<file path="config.mk">
export PLATFORM = sky130hd
export DESIGN_NAME = southbridge_smi_trap_regs_top
export DESIGN_NICKNAME = d
export VERILOG_FILES = /design/src/hw/rtl/sbsmi_pkg.sv /design/src/hw/rtl/southbridge_smi_trap_regs_top.sv
export SDC_FILE = /design/constraint.sdc
export NUM_CORES = 1
export LEC_CHECK = 0
export BUFFER_PORTS_ARGS = -buffer_cell sky130_fd_sc_hd__buf_2
export CAP_MARGIN = 15
export CORE_MARGIN = 2
export CORE_UTILIZATION = 55
export CTS_CLUSTER_DIAMETER = 30
export DETAILED_ROUTE_END_ITERATION = 8
export PLACE_DENSITY = 0.81
export SETUP_SLACK_MARGIN = 0.02
export SYNTH_ARGS = -nofsm -noshare
export SYNTH_HDL_FRONTEND = slang
export SYNTH_SLANG_ARGS = --single-unit
</file>
<file path="constraint.sdc">
create_clock -name clk -period 3.7 [get_ports clk]
set_input_delay 0.37 -clock clk [delete_from_list [all_inputs] [get_ports clk]]
set_output_delay 0.37 -clock clk [all_outputs]
set_load 0.01 [all_outputs]
</file>
<file path="src/hw/rtl/sbsmi_pkg.sv">
// sbsmi_pkg: shared types, register offsets and the irq routing table
// for the southbridge config space with smi trap port
// no dependencies
`timescale 1ns / 1ps
`default_nettype none

package sbsmi_pkg;

	// bus access codes
	typedef enum logic [1:0] {
		MODE_CFG_RD  = 2'd0,
		MODE_CFG_WR  = 2'd1,
		MODE_TRAP_RD = 2'd2,
		MODE_TRAP_WR = 2'd3
	} mode_t;

	// configuration register indexes
	typedef enum logic [1:0] {
		CFG_CHIP_VARIANT   = 2'd0,
		CFG_SPEED_READOUT  = 2'd1,
		CFG_FAST_BUS       = 2'd2,
		CFG_LOW_MULTIPLIER = 2'd3
	} cfg_idx_t;

	localparam int BYTE_W     = 8;
	localparam int FUNC_W     = 3;
	localparam int IO_W       = 16;
	localparam int IRQ_W      = 4;
	localparam int NUM_INT    = 4;
	localparam int BANK5_AW   = 4;   // offsets 0x50..0x5f
	localparam int BANK6_AW   = 5;   // offsets 0x60..0x7f
	localparam int BANK5_DEPTH = 1 << BANK5_AW;
	localparam int BANK6_DEPTH = 1 << BANK6_AW;

	// fixed identity bytes
	localparam logic [7:0] VENDOR_LO   = 8'h04;
	localparam logic [7:0] VENDOR_HI   = 8'h10;
	localparam logic [7:0] DEV_ID_A    = 8'h06;
	localparam logic [7:0] DEV_ID_B    = 8'h08;
	localparam logic [7:0] SUBCLASS    = 8'h01;
	localparam logic [7:0] BASECLASS   = 8'h06;

	// register offsets
	localparam logic [7:0] REG_VENDOR_LO = 8'h00;
	localparam logic [7:0] REG_VENDOR_HI = 8'h01;
	localparam logic [7:0] REG_DEV_ID    = 8'h02;
	localparam logic [7:0] REG_SUBCLASS  = 8'h0A;
	localparam logic [7:0] REG_BASECLASS = 8'h0B;
	localparam logic [7:0] REG_CMD_LO    = 8'h04;
	localparam logic [7:0] REG_CMD_HI    = 8'h05;
	localparam logic [7:0] REG_SMI_STAT  = 8'h69;
	localparam logic [7:0] REG_NIBBLE    = 8'h6A;
	localparam logic [7:0] REG_ROUTE_AB  = 8'h74;
	localparam logic [7:0] REG_ROUTE_CD  = 8'h75;

	// bank 6 slots read at fixed places
	localparam logic [BANK6_AW-1:0] B6_SMI_EN     = 5'h00;  // 0x60
	localparam logic [BANK6_AW-1:0] B6_SMI_STAT   = 5'h01;  // 0x61
	localparam logic [BANK6_AW-1:0] B6_PORT_HI    = 5'h02;  // 0x62
	localparam logic [BANK6_AW-1:0] B6_PORT_LO    = 5'h03;  // 0x63
	localparam logic [BANK6_AW-1:0] B6_GLOBAL_EN  = 5'h0D;  // 0x6d
	localparam logic [BANK6_AW-1:0] B6_JUMPER_SEL = 5'h13;  // 0x73

	localparam logic [7:0] SMI_STAT_SET   = 8'h80;
	localparam logic [7:0] NIBBLE_MASK    = 8'h0F;
	localparam logic [7:0] JUMPER_MASK    = 8'h2A;
	localparam logic [7:0] BYTE_ONES      = 8'hFF;
	localparam int         EN_BIT         = 7;

	// 3-bit route code to isa irq number
	function automatic logic [IRQ_W-1:0] irq_lookup(input logic [2:0] code);
		logic [IRQ_W-1:0] irq;
		case (code)
			3'd0:    irq = 4'd3;
			3'd1:    irq = 4'd5;
			3'd2:    irq = 4'd9;
			3'd3:    irq = 4'd10;
			3'd4:    irq = 4'd11;
			3'd5:    irq = 4'd12;
			3'd6:    irq = 4'd14;
			default: irq = 4'd15;
		endcase
		return irq;
	endfunction

endpackage

`default_nettype wire

</file>
<file path="src/hw/rtl/southbridge_smi_trap_regs_top.sv">
// southbridge_smi_trap_regs_top: pci config space of function 0 with an
// smi trap port and pci interrupt routing; depends on sbsmi_pkg
`timescale 1ns / 1ps
`default_nettype none

// channel   direction  handshake           payload
// in        in         in_valid/in_stall   mode, function_number, reg_addr,
//                                          io_addr, data
// out       out        out_valid/out_stall read_data, trap_hit, smi_request,
//                                          inta_irq..intd_irq
// cfg       in         cfg_wen             cfg_idx, cfg_data
//
// every request passes the input register, where the register file is read
// and decoded, and then the result register. one request is accepted per
// cycle while the result side does not stall; the register file is updated at
// the same edge the request moves into the result register, so the next request
// sees its effect. a stalled result holds the input register; an empty input
// register still takes one more request and then stalls the input side.
// reset clears the register file, the trap latch and routing to zero.
module southbridge_smi_trap_regs_top (
	input  wire logic                        clk,
	input  wire logic                        arst_n,
	// configuration
	input  wire logic                        cfg_wen,
	input  wire logic [1:0]                  cfg_idx,
	input  wire logic                        cfg_data,
	// request channel
	input  wire logic                        in_valid,
	output      logic                        in_stall,
	input  wire logic [1:0]                  mode,
	input  wire logic [sbsmi_pkg::FUNC_W-1:0] function_number,
	input  wire logic [sbsmi_pkg::BYTE_W-1:0] reg_addr,
	input  wire logic [sbsmi_pkg::IO_W-1:0]   io_addr,
	input  wire logic [sbsmi_pkg::BYTE_W-1:0] data,
	// result channel
	output      logic                        out_valid,
	input  wire logic                        out_stall,
	output      logic [sbsmi_pkg::BYTE_W-1:0] read_data,
	output      logic                        trap_hit,
	output      logic                        smi_request,
	output      logic [sbsmi_pkg::IRQ_W-1:0]  inta_irq,
	output      logic [sbsmi_pkg::IRQ_W-1:0]  intb_irq,
	output      logic [sbsmi_pkg::IRQ_W-1:0]  intc_irq,
	output      logic [sbsmi_pkg::IRQ_W-1:0]  intd_irq
);

	// configuration registers
	logic chip_variant_q, speed_readout_q, fast_bus_q, low_mult_q;

	// writable part of config space; everything else is constant
	logic [sbsmi_pkg::BYTE_W-1:0] cmd_q [2];
	logic [sbsmi_pkg::BYTE_W-1:0] bank5_q [sbsmi_pkg::BANK5_DEPTH];
	logic [sbsmi_pkg::BYTE_W-1:0] bank6_q [sbsmi_pkg::BANK6_DEPTH];
	logic [sbsmi_pkg::BYTE_W-1:0] trap_latch_q;
	logic [sbsmi_pkg::IRQ_W-1:0]  route_q [sbsmi_pkg::NUM_INT];

	// input register
	logic                         valid_s1;
	sbsmi_pkg::mode_t             mode_s1;
	logic [sbsmi_pkg::FUNC_W-1:0] func_s1;
	logic [sbsmi_pkg::BYTE_W-1:0] reg_s1;
	logic [sbsmi_pkg::IO_W-1:0]   io_s1;
	logic [sbsmi_pkg::BYTE_W-1:0] data_s1;

	// result register
	logic                         out_valid_q;
	logic [sbsmi_pkg::BYTE_W-1:0] read_data_q;
	logic                         trap_hit_q;
	logic                         smi_q;
	logic [sbsmi_pkg::IRQ_W-1:0]  irq_q [sbsmi_pkg::NUM_INT];

	// datapath
	logic                         advance;
	logic                         fire_s1;
	logic [sbsmi_pkg::IO_W-1:0]   trap_port;
	logic                         port_match;
	logic                         smi_enabled;
	logic [sbsmi_pkg::BYTE_W-1:0] cfg_rd;
	logic                         func_zero;
	logic                         wr_cmd, wr_b5, wr_b6;
	logic [sbsmi_pkg::BYTE_W-1:0] wr_val;
	logic                         trap_set;
	logic [sbsmi_pkg::BYTE_W-1:0] rd_next;
	logic                         hit_next;
	logic [sbsmi_pkg::IRQ_W-1:0]  route_next [sbsmi_pkg::NUM_INT];

	// handshake: the input register moves on whenever the result slot is free
	assign advance  = !out_valid_q || !out_stall;
	assign fire_s1  = valid_s1 && advance;
	assign in_stall = valid_s1 && !advance;

	// trap port match and smi enables
	assign trap_port   = {bank6_q[sbsmi_pkg::B6_PORT_HI], bank6_q[sbsmi_pkg::B6_PORT_LO]};
	assign port_match  = (trap_port != '0) && (io_s1 == trap_port);
	assign smi_enabled = bank6_q[sbsmi_pkg::B6_GLOBAL_EN][sbsmi_pkg::EN_BIT] &&
		bank6_q[sbsmi_pkg::B6_SMI_EN][sbsmi_pkg::EN_BIT];
	assign func_zero   = (func_s1 == '0);

	// config read decode
	always_comb begin
		case (reg_s1) inside
			sbsmi_pkg::REG_VENDOR_LO: cfg_rd = sbsmi_pkg::VENDOR_LO;
			sbsmi_pkg::REG_VENDOR_HI: cfg_rd = sbsmi_pkg::VENDOR_HI;
			sbsmi_pkg::REG_DEV_ID:
				cfg_rd = chip_variant_q ? sbsmi_pkg::DEV_ID_B : sbsmi_pkg::DEV_ID_A;
			sbsmi_pkg::REG_SUBCLASS:  cfg_rd = sbsmi_pkg::SUBCLASS;
			sbsmi_pkg::REG_BASECLASS: cfg_rd = sbsmi_pkg::BASECLASS;
			sbsmi_pkg::REG_CMD_LO, sbsmi_pkg::REG_CMD_HI: cfg_rd = cmd_q[reg_s1[0]];
			[8'h50:8'h5F]: cfg_rd = bank5_q[reg_s1[sbsmi_pkg::BANK5_AW-1:0]];
			[8'h60:8'h7F]: cfg_rd = bank6_q[reg_s1[sbsmi_pkg::BANK6_AW-1:0]];
			default:       cfg_rd = '0;
		endcase
		// speed jumper readout merged into the smi status byte
		if (reg_s1 == sbsmi_pkg::REG_SMI_STAT && speed_readout_q &&
				(bank6_q[sbsmi_pkg::B6_JUMPER_SEL] & sbsmi_pkg::JUMPER_MASK) != '0) begin
			cfg_rd = {cfg_rd[7:3], 1'b1, fast_bus_q, low_mult_q};
		end
	end

	// config write decode: which bank, and the byte that lands there
	always_comb begin
		wr_cmd = 1'b0;
		wr_b5  = 1'b0;
		wr_b6  = 1'b0;
		wr_val = data_s1;
		case (reg_s1) inside
			sbsmi_pkg::REG_CMD_LO, sbsmi_pkg::REG_CMD_HI: wr_cmd = 1'b1;
			[8'h50:8'h5A], [8'h5C:8'h5D]: wr_b5 = 1'b1;
			8'h60, [8'h62:8'h64], 8'h66, 8'h68, [8'h6B:8'h78]: wr_b6 = 1'b1;
			// status bytes clear on any write
			8'h61, 8'h65, 8'h67, sbsmi_pkg::REG_SMI_STAT: begin
				wr_b6  = 1'b1;
				wr_val = '0;
			end
			sbsmi_pkg::REG_NIBBLE: begin
				wr_b6  = 1'b1;
				wr_val = data_s1 & sbsmi_pkg::NIBBLE_MASK;
			end
			default: ;
		endcase
		if (!(mode_s1 == sbsmi_pkg::MODE_CFG_WR && func_zero)) begin
			wr_cmd = 1'b0;
			wr_b5  = 1'b0;
			wr_b6  = 1'b0;
		end
	end

	// per-request result
	always_comb begin
		rd_next  = '0;
		hit_next = 1'b0;
		trap_set = 1'b0;
		unique case (mode_s1)
			sbsmi_pkg::MODE_CFG_RD: rd_next = func_zero ? cfg_rd : sbsmi_pkg::BYTE_ONES;
			sbsmi_pkg::MODE_CFG_WR: ;
			sbsmi_pkg::MODE_TRAP_RD: begin
				hit_next = port_match;
				rd_next  = port_match ? trap_latch_q : sbsmi_pkg::BYTE_ONES;
			end
			sbsmi_pkg::MODE_TRAP_WR: begin
				hit_next = port_match;
				trap_set = port_match && smi_enabled;
			end
			default: ;
		endcase
	end

	// interrupt routing after this request
	always_comb begin
		for (int i = 0; i < sbsmi_pkg::NUM_INT; i++) begin
			route_next[i] = route_q[i];
		end
		if (wr_b6 && reg_s1 == sbsmi_pkg::REG_ROUTE_AB) begin
			route_next[0] = sbsmi_pkg::irq_lookup(data_s1[2:0]);
			route_next[1] = sbsmi_pkg::irq_lookup(data_s1[6:4]);
		end else if (wr_b6 && reg_s1 == sbsmi_pkg::REG_ROUTE_CD) begin
			route_next[2] = sbsmi_pkg::irq_lookup(data_s1[2:0]);
			route_next[3] = sbsmi_pkg::irq_lookup(data_s1[6:4]);
		end
	end

	// configuration port
	always_ff @(posedge clk or negedge arst_n) begin
		if (!arst_n) begin
			chip_variant_q  <= 1'b0;
			speed_readout_q <= 1'b0;
			fast_bus_q      <= 1'b0;
			low_mult_q      <= 1'b0;
		end else if (cfg_wen) begin
			unique case (sbsmi_pkg::cfg_idx_t'(cfg_idx))
				sbsmi_pkg::CFG_CHIP_VARIANT:   chip_variant_q  <= cfg_data;
				sbsmi_pkg::CFG_SPEED_READOUT:  speed_readout_q <= cfg_data;
				sbsmi_pkg::CFG_FAST_BUS:       fast_bus_q      <= cfg_data;
				sbsmi_pkg::CFG_LOW_MULTIPLIER: low_mult_q      <= cfg_data;
				default: ;
			endcase
		end
	end

	// register file, trap latch and routing update as the request retires
	always_ff @(posedge clk or negedge arst_n) begin
		if (!arst_n) begin
			for (int i = 0; i < 2; i++) cmd_q[i] <= '0;
			for (int i = 0; i < sbsmi_pkg::BANK5_DEPTH; i++) bank5_q[i] <= '0;
			for (int i = 0; i < sbsmi_pkg::BANK6_DEPTH; i++) bank6_q[i] <= '0;
			for (int i = 0; i < sbsmi_pkg::NUM_INT; i++) route_q[i] <= '0;
			trap_latch_q <= '0;
		end else if (fire_s1) begin
			if (wr_cmd) cmd_q[reg_s1[0]] <= wr_val;
			if (wr_b5) bank5_q[reg_s1[sbsmi_pkg::BANK5_AW-1:0]] <= wr_val;
			if (wr_b6) bank6_q[reg_s1[sbsmi_pkg::BANK6_AW-1:0]] <= wr_val;
			// trap hit with both enables: flag status and catch the data
			if (trap_set) begin
				bank6_q[sbsmi_pkg::B6_SMI_STAT] <= sbsmi_pkg::SMI_STAT_SET;
				trap_latch_q <= data_s1;
			end
			for (int i = 0; i < sbsmi_pkg::NUM_INT; i++) route_q[i] <= route_next[i];
		end
	end

	// input register control; an empty input register takes a request
	// even while the result is held
	always_ff @(posedge clk or negedge arst_n) begin
		if (!arst_n) begin
			valid_s1 <= 1'b0;
		end else if (advance || !valid_s1) begin
			valid_s1 <= in_valid;
		end
	end

	// input register payload
	always_ff @(posedge clk) begin
		if (in_valid && !in_stall) begin
			mode_s1 <= sbsmi_pkg::mode_t'(mode);
			func_s1 <= function_number;
			reg_s1  <= reg_addr;
			io_s1   <= io_addr;
			data_s1 <= data;
		end
	end

	// result register control
	always_ff @(posedge clk or negedge arst_n) begin
		if (!arst_n) begin
			out_valid_q <= 1'b0;
		end else if (advance) begin
			out_valid_q <= valid_s1;
		end
	end

	// result register payload
	always_ff @(posedge clk) begin
		if (fire_s1) begin
			read_data_q <= rd_next;
			trap_hit_q  <= hit_next;
			smi_q       <= trap_set;
			for (int i = 0; i < sbsmi_pkg::NUM_INT; i++) irq_q[i] <= route_next[i];
		end
	end

	assign out_valid   = out_valid_q;
	assign read_data   = read_data_q;
	assign trap_hit    = trap_hit_q;
	assign smi_request = smi_q;
	assign inta_irq    = irq_q[0];
	assign intb_irq    = irq_q[1];
	assign intc_irq    = irq_q[2];
	assign intd_irq    = irq_q[3];

endmodule

`default_nettype wire

</file>
==> results of run 1 <==
## sequential cells by signal, indices dropped and copies added (netlist names), 16 cells and up
name / flops
cmd_q: 16
io_s1: 16
bank5_q: 128
bank6_q: 256
irq_q: 16
route_q: 16
## power groups by stage
stage	sequential (mW)	clock, mW	combinational [mW]
floorplan	5.70	0	0.320
global placement	5.71	0	0.658
detailed placement	5.72	0	0.669
CTS	5.63	8.59	0.706
global route	5.63	8.91	0.766
finish	5.63	8.58	0.718
## Yosys cell counts, types with 3 or more instances
cell       count
a211oi_1       4
a21boi_0       3
a21oi_1       39
a221oi_1       3
a22o_1         3
a22oi_1        8
a31oi_1       11
and2_1        14
buf_1         11
buf_2         27
clkbuf_1     127
dfrtp_1      430
edfxtp_1      63
inv_1         10
mux2_2       266
mux2i_1       32
mux4_2        89
nand2_1      105
nand2b_1       9
nand3_1       17
nand3b_1       3
nand4_1       15
nor2_1        51
nor2_2        24
nor2b_1       39
nor3_1        11
nor3_4         5
nor4_1         7
o2111ai_1      3
o211ai_1       5
o21a_1         3
o21ai_0       71
o22ai_1        3
or3_1          3
xnor2_1       16
## stage by stage
step / util, % / std cells / setup slack (ns)
final: 67.84 / 2280 / 0.4351
after floorplan: - / 1579 / 0.8322
after detailed placement: 58.49 / 2067 / 0.5665
after global routing: 67.84 / 2280 / 0.3617
after global placement: 58.49 / 2067 / 0.5972
after CTS: 67.84 / 2280 / 0.5368
## per-layer routing
layer  GRT usage, %  routed length, um  vias to the layer above
met5              0                  0                        -
met4          13.19               2700                        0
met3          7.079               4608                      176
met2          49.25              29740                      714
met1          41.52              24480                     7372
li1               -                  -                     5928
## cell type report
type / instances / area, um2 / share of cell area (%)
clock buffer: 120 / 2665 / 10.14
tap: 518 / 648.1 / 2.466
sequential: 493 / 12650 / 48.15
inverter: 12 / 45.04 / 0.1714
timing repair buffer: 176 / 1374 / 5.228
clock inverter: 54 / 564.3 / 2.147
multi-input combinational: 907 / 8330 / 31.70
## kinds of logic after synthesis
| group | share of synthesized area (%) |
|---|---|
| buffers and inverters | 3.292 |
| AOI/OAI and AO/OA | 5.146 |
| and+or+nand+nor | 7.953 |
| muxes | 24.56 |
| DFF | 58.40 |
| xor gates and xnor gates | 0.6469 |
## worst max-delay path, delay by kind of cell, from the launching register on
family | cells | cell delay, ns
and+or+nand+nor | 4 | 1.65
buffers and inverters | 1 | 0.25
DFF | 1 | 0.58
AOI/OAI and AO/OA | 1 | 0.24
muxes | 1 | 0.41
## worst min-delay path by stage
stage                                 start                 endpoint  slack (ns)  depth (start not counted)
CTS                               out_stall    out_valid$_DFFE_PN0P_        0.02                          3
detailed placement  bank6_q[11]$_DFFE_PN0P_  bank6_q[11]$_DFFE_PN0P_        0.36                          0
global route                      out_stall    out_valid$_DFFE_PN0P_        0.04                          3
floorplan                            arst_n   bank5_q[0]$_DFFE_PN0P_        0.07                          0
finish                            out_stall    out_valid$_DFFE_PN0P_        0.03                          3
global placement    bank6_q[24]$_DFFE_PN0P_  bank6_q[24]$_DFFE_PN0P_        0.36                          0
==> flow_summary.json, run 1 <==
{
  "netlist_instances": 1579,
  "grt_max_degree": 111,
  "rrSetupSlack_ns": 0.44,
  "cts_setup_buffers": 0,
  "power_frac_seq_pct": 37.7,
  "yosys-top-cells-area": "dfrtp_1, mux2_2, mux4_2, edfxtp_1, clkbuf_1",
  "relSlewSlack_pct": 12.50,
  "cts_tree": "yes",
  "crit_fanout": 8,
  "p_int_mw": 11.36,
  "grt_pass1_vias": 15420,
  "cp.arrival_ns": 3.77,
  "holdWs_ns": 0.02583,
  "hold_viol_final": 0,
  "clock_power_share_pct": 57.5,
  "drt_iter0_drc": 1435,
  "yosysWarningCount": 0,
  "drv_slew": 0,
  "synthArstFlopShare_pct": 87.22,
  "ys.flop_type": "dfrtp_1",
  "cts_made_buffers": 93,
  "antenna_found_initial": 0,
  "n_antenna_cell": 0,
  "drive_gt1_share_pct": 40.24,
  "synth_top_area_share_pct": 49.67,
  "drt-vias-per-instance": 6.224,
  "combPwrFrac_pct": 4.8,
  "report.power.total_mw": 14.93,
  "core_um2": 38740,
  "hp-class": "input pin to register",
  "startpoint_type": "register",
  "final_cell_mix": "dfrtp_1, mux2_2, nand2_1",
  "areaGrowthSynthToFinish_pct": 21.31,
  "power.net_switching_mw": 3.567,
  "cts_max_path_buffers": 3,
  "skew_ns": 0.01806,
  "insertion_delay_ns": 0.63,
  "yosysSeqAreaShare_pct": 58.40,
  "fillers": 2534,
  "synth_edf_count": 63,
  "track_usage_pct": 30.99,
  "layout_commonest_cell": "dfrtp_1",
  "required_ns": 4.20,
  "post-dp-hpwl_um": 38880,
  "route.detailed.drc": 0,
  "grt_pass1_wl_um": 95140,
  "finalInstanceArea_um2": 26280,
  "clk_pin_slew_ns": 0.05,
  "status": "completed",
  "ys_ff_latch": 493,
  "cts-root-buf": "clkbuf_16",
  "cts_resized": 0,
  "start_util_pct": 55.92,
  "die_h_um": 202.5,
  "crit_start": "mode_s1[1]$_DFFE_PP_",
  "wl_per_cell_um": 26.99,
  "worstSetupEndpoint": "bank6_q[62]$_DFFE_PN0P_",
  "htreeDepth": 3,
  "cp-end-kind": "register",
  "worstSetupPathType": "register to register",
  "dieArea_um2": 40990,
  "r2r_end": "bank6_q[62]$_DFFE_PN0P_",
  "routed_wl_um": 61530,
  "rows": 72,
  "fmax_mhz": 306.3,
  "pin_count": 73,
  "overflow": 0,
  "worstMarginPinSlew_ns": 1.279,
  "vias": 14190,
  "syn_avg_cell_area_um2": 13.72,
  "routabilityCongestion": 0.9935,
  "synth_fp_nets": 1624,
  "hold_buffers": 39,
  "synthesis.area_um2": 21660,
  "placed_area_um2": 22660,
  "power_density_nw_per_um2": 568.1,
  "critPathMaxStageDelay_ns": 0.59,
  "vdd_ir_drop_max_mv": 0.4602,
  "die_x_um": 202.5,
  "path_cells": "nor4_4 > buf_4 > o2111ai_1 > nor2_2 > nand2_2 > nor3_4 > mux2_2",
  "r2r_cells": 7,
  "cts_sinks": 493,
  "fin_crit_ns": 3.265,
  "p_sw_share_pct": 23.89,
  "ys_types": 71,
  "yosysTopAreaCell": "dfrtp_1",
  "dr.pass1.iters": 5,
  "fin_nets": 1728,
  "max_cap_viol_count": 0,
  "period_share_pct": 88.24,
  "leakagePower_nw": 12.10,
  "portBuffers": 72,
  "worstReg2RegStart": "mode_s1[1]$_DFFE_PP_",
  "rsz0062_at_grt": "false",
  "tns_ns": 0,
  "finalSetupViolCount": 0,
  "cpMaxStageDelayCell": "nor3_4",
  "postRouteAntennaNets": 0
}
Note: power is estimated with default switching activity, not from simulation.
==> run 2, diff against run 1 <==
==> constraint.sdc (replaced) <==
create_clock -name clk -period 3.4 [get_ports clk]
set_input_delay 0.34 -clock clk [delete_from_list [all_inputs] [get_ports clk]]
set_output_delay 0.34 -clock clk [all_outputs]
set_load 0.01 [all_outputs]
==> run 2 against run 1 <==
Against the previous run: utilization grew 0.63 points; worst setup slack got worse by 0.12 ns; wire length up 0.49%; non-clock buffer count increased by 28; die area unchanged; sequential cell count did not move; first-iteration DRC count is 3.8% lower; largest power group unchanged; highest routed layer is now met5.
==> flow_summary.json, run 2 (synthesized netlist as in run 1, its figures left out) <==
{
  "status": "completed",
  "track_usage_pct": 31.08,
  "largest_reg_flops": 256,
  "start_util_pct": 55.92,
  "required_ns": 3.88,
  "crit_fanout": 12,
  "hp-class": "input pin to register",
  "startpoint_type": "register",
  "layout_commonest_cell": "dfrtp_1",
  "reg_top3": "bank6_q x256, bank5_q x128",
  "wl_per_cell_um": 26.75,
  "cp.arrival_ns": 3.57,
  "drv_slew": 0,
  "fin_nets": 1757,
  "fmax_mhz": 324.1,
  "routabilityCongestion": 1.042,
  "grt_pass1_vias": 15430,
  "rows": 72,
  "drt-vias-per-instance": 6.186,
  "route.detailed.drc": 0,
  "skew_ns": 0.01915,
  "period_share_pct": 90.74,
  "grt_pass1_wl_um": 95190,
  "routed_wl_um": 61830,
  "post-dp-hpwl_um": 39400,
  "worstReg2RegStart": "reg_s1[7]$_DFFE_PP_",
  "insertion_delay_ns": 0.61,
  "top_register": "bank6_q",
  "final_cell_mix": "dfrtp_1, mux2_2, nand2_1",
  "die_h_um": 202.5,
  "relSlewSlack_pct": 36.59,
  "tns_ns": 0,
  "worst_slack_ns": 0.3150,
  "max_cap_viol_count": 0,
  "dieArea_um2": 40990,
  "pin_count": 73,
  "place_ws_ns": 0.4227,
  "overflow": 0,
  "cts_sinks": 493,
  "power_density_nw_per_um2": 610.6,
  "grt_max_degree": 113,
  "areaGrowthSynthToFinish_pct": 22.43,
  "cts_resized": 0,
  "vdd_ir_drop_max_mv": 0.4850,
  "die_x_um": 202.5,
  "cts_made_buffers": 94,
  "finalSetupViolCount": 0,
  "worstSetupPathType": "register to register",
  "leakagePower_nw": 12.24,
  "fin_crit_ns": 3.085,
  "cts_tree": "yes",
  "drt_iter0_drc": 1381,
  "vias": 14300,
  "rsz0062_at_grt": "false",
  "hold_start": "cfg_data",
  "portBuffers": 72,
  "antenna_found_initial": 4,
  "cp-end-kind": "register",
  "hold_viol_final": 0,
  "postRouteAntennaNets": 0,
  "cts_max_path_buffers": 3,
  "drive_gt1_share_pct": 40.89,
  "finalInstanceArea_um2": 26520,
  "dr.pass1.iters": 8,
  "clk_pin_slew_ns": 0.05,
  "crit_start": "reg_s1[7]$_DFFE_PP_",
  "cts_setup_buffers": 0,
  "cts-root-buf": "clkbuf_16",
  "core_um2": 38740,
  "worstMarginPinSlew_ns": 0.9512,
  "placed_area_um2": 22930,
  "htreeDepth": 3
}
run 2: changes by cell type in the layout (fill, tap and decap cells not counted), moves of 3 or more:
cell | before | now
diode_2 | 0 | 3
buf_4 | 55 | 76
clkbuf_8 | 13 | 6
clkinv_4 | 7 | 11
clkbuf_1 | 9 | 15
bufinv_16 | 6 | 10
buf_12 | 10 | 16
clkbuf_16 | 98 | 94
clkinvlp_4 | 12 | 9
run 2: metrics by stage:
stage	hold WS, ns	power [mW]	instances	util [%]
after floorplan	0.04441	6.552	1579	-
after global placement	0.3597	6.953	2094	59.19
after detailed placement	0.3625	6.968	2094	59.19
after CTS	0.01071	16.23	2308	68.45
after global routing	0.02556	16.61	2308	68.45
final	0.02769	16.19	2311	68.47
run 2: report_power, final:
group          total, mW  switching, mW  leakage [nW]  internal [mW]
clock network       9.27           3.23          1.55           6.03
logic              0.811          0.539          4.08          0.272
registers           6.12         0.0512          6.61           6.07
run 2: area by class of cell:
class	instances	area [um2]
multi-input combinational	907	8320
tap	518	648.1
antenna	3	7.507
inverter	12	45.04
sequential	493	12650
fill	2528	12210
clock inverter	59	696.9
clock buffer	115	2491
timing repair buffer	204	1662
run 2: what timing repair did:
action,in CTS,in global routing
endpoints found under the hold margin,145,0
endpoints found under the setup margin,0,0
hold buffers,40,0
run 2: worst paths after layout:
check	to	slack, ns	cells after the start
hold / removal	fast_bus_q$_DFFE_PN0P_	0.03	2
hold reg to reg	bank6_q[4]$_DFFE_PN0P_	0.37	0
min in group asynchronous	bank6_q[75]$_DFFE_PN0P_	0.43	2
setup reg to reg	bank6_q[164]$_DFFE_PN0P_	0.32	6
max in group asynchronous	bank6_q[127]$_DFFE_PN0P_	1.91	3
setup / recovery	bank6_q[164]$_DFFE_PN0P_	0.32	6
run 2: critical path, cell delays in order (launching register included):
cell	delay, ns
edfxtp_1	0.47
and3b_1	0.57
o2111ai_1	0.32
nor2_2	0.35
nand3_2	0.30
nor2_2	0.53
mux2_2	0.41
run 2: layer usage:
layer / track usage (%) / part of all wire (%) / up-vias
met1: 42.20 / 40 / 7410
li1: - / - / 5991
met4: 12.85 / 4.0 / 4
met5: 0 / 0.044 / -
met2: 48.25 / 47 / 719
met3: 8.058 / 9.0 / 171
